**src/pfe_pkg.sv**
```systemverilog
// shared types, constants and fixed-point helpers for the phase-field energy element
// no dependencies; imported by every module of the block but pfe_chk
`default_nettype none

package pfe_pkg;

  localparam int FRAC_BITS = 20;
  localparam int RECIP_SH  = 34;

  localparam logic CFG_EPSILON     = 1'b0;
  localparam logic CFG_INV_EPSILON = 1'b1;

  localparam logic [23:0] REG_RESET = 24'd1048576;
  localparam logic signed [63:0] ONE = 64'sd1 <<< FRAC_BITS;
  // ceil(2^34 / 3), exact quotient for dividends below 2^33
  localparam logic [32:0] RECIP3 = 33'd5726623062;

  // present_mask bit for each neighbour in order xm, xp, ym, yp, zm, zp
  localparam logic [5:0][2:0] MASK_BIT = {3'd3, 3'd2, 3'd4, 3'd1, 3'd5, 3'd0};

  typedef struct packed {
    logic             op;
    logic [23:0]      phi_c;
    logic [5:0][23:0] phi_n;
    logic [5:0]       mask;
    logic [21:0]      wt;
    logic [21:0]      wet;
  } item_t;

  typedef struct packed {
    logic             op;
    logic [23:0]      p;
    logic [27:0]      p2;
    logic [5:0][24:0] d;
    logic [2:0]       both;
    logic [24:0]      factor;
    logic [21:0]      wt;
    logic [21:0]      wet;
  } s1_t;

  typedef struct packed {
    logic             op;
    logic [23:0]      p;
    logic [27:0]      p2;
    logic [30:0]      p3;
    logic [33:0]      p4;
    logic [21:0]      wt;
    logic [21:0]      wet;
    logic [24:0]      factor;
    logic [2:0][29:0] term;
    logic [2:0][32:0] gc;
    logic [5:0][31:0] gn;
  } front_t;

  typedef struct packed {
    logic             op;
    logic [34:0]      t1;
    logic [33:0]      t2;
    logic [21:0]      wt;
    logic [24:0]      factor;
    logic [31:0]      grad2;
    logic [34:0]      gcsum;
    logic [5:0][31:0] gn;
  } mid_t;

  typedef struct packed {
    logic             op;
    logic [39:0]      u1;
    logic [38:0]      u2;
    logic [36:0]      fg;
    logic [34:0]      gcsum;
    logic [5:0][31:0] gn;
  } back_t;

  typedef struct packed {
    logic             op;
    logic             neg;
    logic [64:0]      prod;
    logic [39:0]      eb;
    logic [40:0]      gcp;
    logic [5:0][31:0] gn;
  } tail_t;

  typedef struct packed {
    logic [5:0][31:0] gn;
    logic [31:0]      gc;
    logic [31:0]      energy;
  } res_t;

  // arithmetic shift right with truncation toward zero
  function automatic logic signed [63:0] shr_tz(input logic signed [63:0] v,
                                                input int unsigned sh);
    logic signed [63:0] r;
    r = v[63] ? -((-v) >>> sh) : (v >>> sh);
    return r;
  endfunction

  function automatic logic signed [31:0] sat32(input logic signed [63:0] v);
    logic signed [31:0] r;
    if (v > 64'sd2147483647) r = 32'sh7fffffff;
    else if (v < -64'sd2147483648) r = 32'sh80000000;
    else r = 32'(v);
    return r;
  endfunction

endpackage

`default_nettype wire

```
**src/pfe_out.sv**
```systemverilog
// stages five and six: division by the constants, final sums and 32-bit
// saturation into the result register; depends on pfe_pkg
`default_nettype none

module pfe_out import pfe_pkg::*; (
  input  logic  clk,
  input  logic  rst_n,
  input  logic  en,
  input  logic  in_valid,
  input  back_t in_data,
  output logic  out_valid,
  output res_t  out_data
);

  logic  v5_r, v6_r;
  tail_t s5_r, s5_nxt;
  res_t  s6_r, s6_nxt;

  logic signed [39:0] u1s;
  logic signed [38:0] u2s;
  logic signed [34:0] gcs;
  logic [39:0]        mag;
  logic [31:0]        mag1;

  always_comb begin
    u1s  = signed'(in_data.u1);
    u2s  = signed'(in_data.u2);
    gcs  = signed'(in_data.gcsum);
    mag  = u1s[39] ? 40'(-u1s) : in_data.u1;
    mag1 = 32'(mag >> 1);
    s5_nxt.op   = in_data.op;
    s5_nxt.neg  = u1s[39];
    // divide by three through the reciprocal after halving
    s5_nxt.prod = 65'(mag1) * 65'(RECIP3);
    s5_nxt.eb   = 40'(shr_tz(64'(u1s), 2)) + signed'({3'b0, in_data.fg});
    s5_nxt.gcp  = in_data.op ? 41'(shr_tz(64'(u2s), 1)) : 41'(u2s) + 41'(gcs);
    s5_nxt.gn   = in_data.gn;
  end

  logic [30:0]        q;
  logic signed [31:0] qs;

  always_comb begin
    q  = s5_r.prod[64:RECIP_SH];
    qs = signed'({1'b0, q});
    s6_nxt.energy = s5_r.op ? (s5_r.neg ? -qs : qs) : sat32(64'(signed'(s5_r.eb)));
    s6_nxt.gc     = sat32(64'(signed'(s5_r.gcp)));
    s6_nxt.gn     = s5_r.gn;
  end

  always_ff @(posedge clk) begin
    if (!rst_n) begin
      v5_r <= 1'b0;
      v6_r <= 1'b0;
    end else if (en) begin
      v5_r <= in_valid;
      v6_r <= v5_r;
    end
  end

  always_ff @(posedge clk) begin
    if (en) begin
      s5_r <= s5_nxt;
      s6_r <= s6_nxt;
    end
  end

  assign out_valid = v6_r;
  assign out_data  = s6_r;

endmodule

`default_nettype wire

```
**config.mk**
```make
export PLATFORM = sky130hd
export DESIGN_NAME = pfe_out
export DESIGN_NICKNAME = d
export VERILOG_FILES = /design/src/pfe_pkg.sv /design/src/pfe_out.sv
export SDC_FILE = /design/constraint.sdc
export NUM_CORES = 2
export LEC_CHECK = 0
export BUFFER_PORTS_ARGS = -buffer_cell sky130_fd_sc_hd__buf_2
export CAP_MARGIN = 30
export CORE_AREA = 5 5 357 359
export DETAILED_ROUTE_END_ITERATION = 10
export DIE_AREA = 0 0 362 364
export HOLD_SLACK_MARGIN = 0.06
export PLACE_DENSITY = 0.61
export SKIP_LAST_GASP = 1
export SYNTH_ARGS = -nofsm -noshare
export SYNTH_HDL_FRONTEND = slang
export SYNTH_SLANG_ARGS = --single-unit
```
**constraint.sdc**
```tcl
create_clock -name clk -period 11.4 [get_ports clk]
set_clock_uncertainty 0.15 [all_clocks]
set_input_delay 2.28 -clock clk [delete_from_list [all_inputs] [get_ports clk]]
set_output_delay 2.28 -clock clk [all_outputs]
set_load 0.02 [all_outputs]
```
==> flow_summary.yaml <==
clock_tree:
  cts-resized-gates: 0
  clk_latency_ps: 590
  cts_max_level: 2
  cts-buffers-inserted: 51
  cts_setup_buffers: 0
  cts_root_buf: "clkbuf_16"
  cts_tree: "built"
  clock_sinks: 564
  cts_hold_buf: 0
  cts_max_path_buffers: 3
  clk_pin_slew_worst_paths_ps: 60
layout:
  finalInstanceArea_mm2: 0.0511
  layout_commonest_cell: "buf_2"
  drive_gt1_share_pct: 20.8
  multi_input_area_mm2: 0.0235
  syn2layout_area_growth_pct: 18.7
  fillers: 11800
  seqCellArea_mm2: 0.0169
  layout.nets: 5629
  mostFrequentLayoutCells: "buf_2, inv_1, edfxtp_1"
timing:
  finalSetupViolations: 0
  rsz0062_at_grt: "no"
  worstMarginPinSlew_ps: 1040
  drv_slew: 0
  hold_ws_ps: 265
  fmax_ghz: 0.0909
  finalHoldViolations: 0
  finalCritPeriodShare_pct: 96.5
  period_minus_slack_ps: 11000
  slew_headroom_pct: 30.9
run_status:
  outcome: "finished, final reports clean"
yosys:
  synth_edf_count: 562
  syn_inst: 3722
  synth_top_area_share_pct: 39.2
  synth_area_mm2: 0.0430
  synthDistinctLibCells: 90
  async_flop_share_pct: 0
  ys_seq_elements: 564
  synth_nets: 4873
  synth_flop_cell: "edfxtp_1"
  yosysSeqAreaShare_pct: 39.3
  yosysWarnings: 0
  synth_top_area_cell: "edfxtp_1"
  avgSynthCellArea_um2: 11.6
  synth_area_leaders: "edfxtp_1, fa_1, ha_1"
placement:
  gp_congestion: 0.987
  portBuffers: 604
  dp_hpwl_um: 121000
  placed_area_mm2: 0.0493
die:
  std_cell_rows: 129
  initial_utilization_pct: 34.8
  dieArea_mm2: 0.132
  coreArea_mm2: 0.123
  fp.dieW_um: 362
  io-pin-count: 605
  die_height_um: 364
drt:
  wl_um: 143000
  routedWlPerCell_um: 23.2
  initialDrtViolationCount: 2823
  antenna_left: 0
  drc: 0
  viasPerCell: 5.08
  first_pass_iters: 7
  vias: 31300
critical_path:
  startpoint_type: "input pin"
  path_class: "input pin to flip-flop"
  crit_path_end_kind: "flip-flop"
  r2r_setup_slack_ps: 7950
  crit_required_ps: 11580
  slowest_delay_ps: 560
  arrival_ps: 11180
  critical-path-slowest-cell: "fa_1"
  crit_path_frequent_cell: "fa_1"
  cp_max_fo: 4
global_route:
  overflow: 0
  grt-busiest-layer: "met2"
  grt_pass1_wl_um: 206000
  grt_pass1_vias: 31000
  grtUsageMet1_pct: 26.3
  grt_max_degree: 187
  grt_use_met3_pct: 4.57
  use_met2_pct: 35.4
  grtUsageTotal_pct: 20.9
  antenna_found_initial: 15
min_path:
  min_path_type: "flip-flop to flip-flop"
job:
  cap_violations: 0
## worst max-delay path, delay by kind of cell
family,cells,cell delay [ps]
compound gates,10,2300
fa+ha+maj,10,4160
simple gates,4,1470
buf+inv,7,680
xor+xnor,2,280
## routing by layer
layer  vias up  part of all wire (%)
li1      14400                     -
met1     15300                    40
met2      1265                    48
met3       240                   8.4
met4         8                   4.3
met5         -                 0.037
## cell families (layout without fill, tap and decap cells)
logic type / after synthesis / after routing / share of synthesized area [%]
AO/OA/AOI/OAI: 651 / 651 / 9.62
other: 0 / 7 / 0
buffers and inverters: 686 / 1483 / 6.05
flip-flops: 564 / 564 / 39.3
XOR/XNOR: 282 / 282 / 5.74
AND/OR/NAND/NOR: 710 / 710 / 8.57
multiplexers: 26 / 26 / 0.619
adder cells (fa/ha/maj): 803 / 803 / 30.1
## path summary, 6_finish.rpt
kind,cells after the start,start,end
worst max-delay path,33,in_data[304],q[28]$_DFFE_PP_
worst min-delay path,0,s5_r[145]$_DFFE_PP_,out_data[209]$_DFFE_PP_
worst max register to register,11,q[2]$_DFFE_PP_,out_data[29]$_DFFE_PP_
worst min register to register,0,s5_r[145]$_DFFE_PP_,out_data[209]$_DFFE_PP_
## registers in the layout (all words and copies together) (netlist names)
register   count
q             31
v5_r           1
out_valid      1
out_data     256
s5_r         275
## stage by stage
| step | utilization (%) | TNS, ps | worst slack, ps | instances |
|---|---|---|---|---|
| after global placement | 39.9 | 0 | 75.3 | 6061 |
| after global routing | 41.4 | 0 | 99.1 | 6158 |
| after CTS | 41.3 | 0 | 491 | 6155 |
| final | 41.4 | 0 | 396 | 6163 |
| after detailed placement | 39.9 | -132 | -115 | 6061 |
| after floorplan | - | 0 | 432 | 3722 |
## synth_stat cells (all sizes together), types with 5 or more instances
library cell	number
a2111oi	5
a211oi	35
a21boi	10
a21o	68
a21oi	182
a221o	5
a31oi	18
and2	11
and3	26
and4	6
buf	23
clkbuf	83
edfxtp	562
fa	386
ha	417
inv	580
mux2	5
mux2i	21
nand2	202
nand2b	29
nand3	54
nand3b	8
nand4	35
nor2	146
nor2b	17
nor3	58
nor3b	9
nor4	37
o2111ai	5
o211ai	14
o21a	47
o21ai	155
o21bai	22
o22ai	9
o31ai	31
o41ai	7
or2	9
or3	29
or4	25
xnor2	196
xor2	86
## layout make-up
cell class / count / share of cell area, %
Sequential cell: 564 / 33.1
Clock buffer: 56 / 2.54
Inverter: 580 / 4.26
Multi-Input combinational cell: 2472 / 46.1
Timing Repair Buffer: 809 / 9.06
Clock inverter: 38 / 0.897
Tap cell: 1637 / 4.01
Antenna cell: 7 / 0.0343
Power is not shown: default switching activity piles up to over one toggle a cycle in this logic, so the estimate is an artifact.
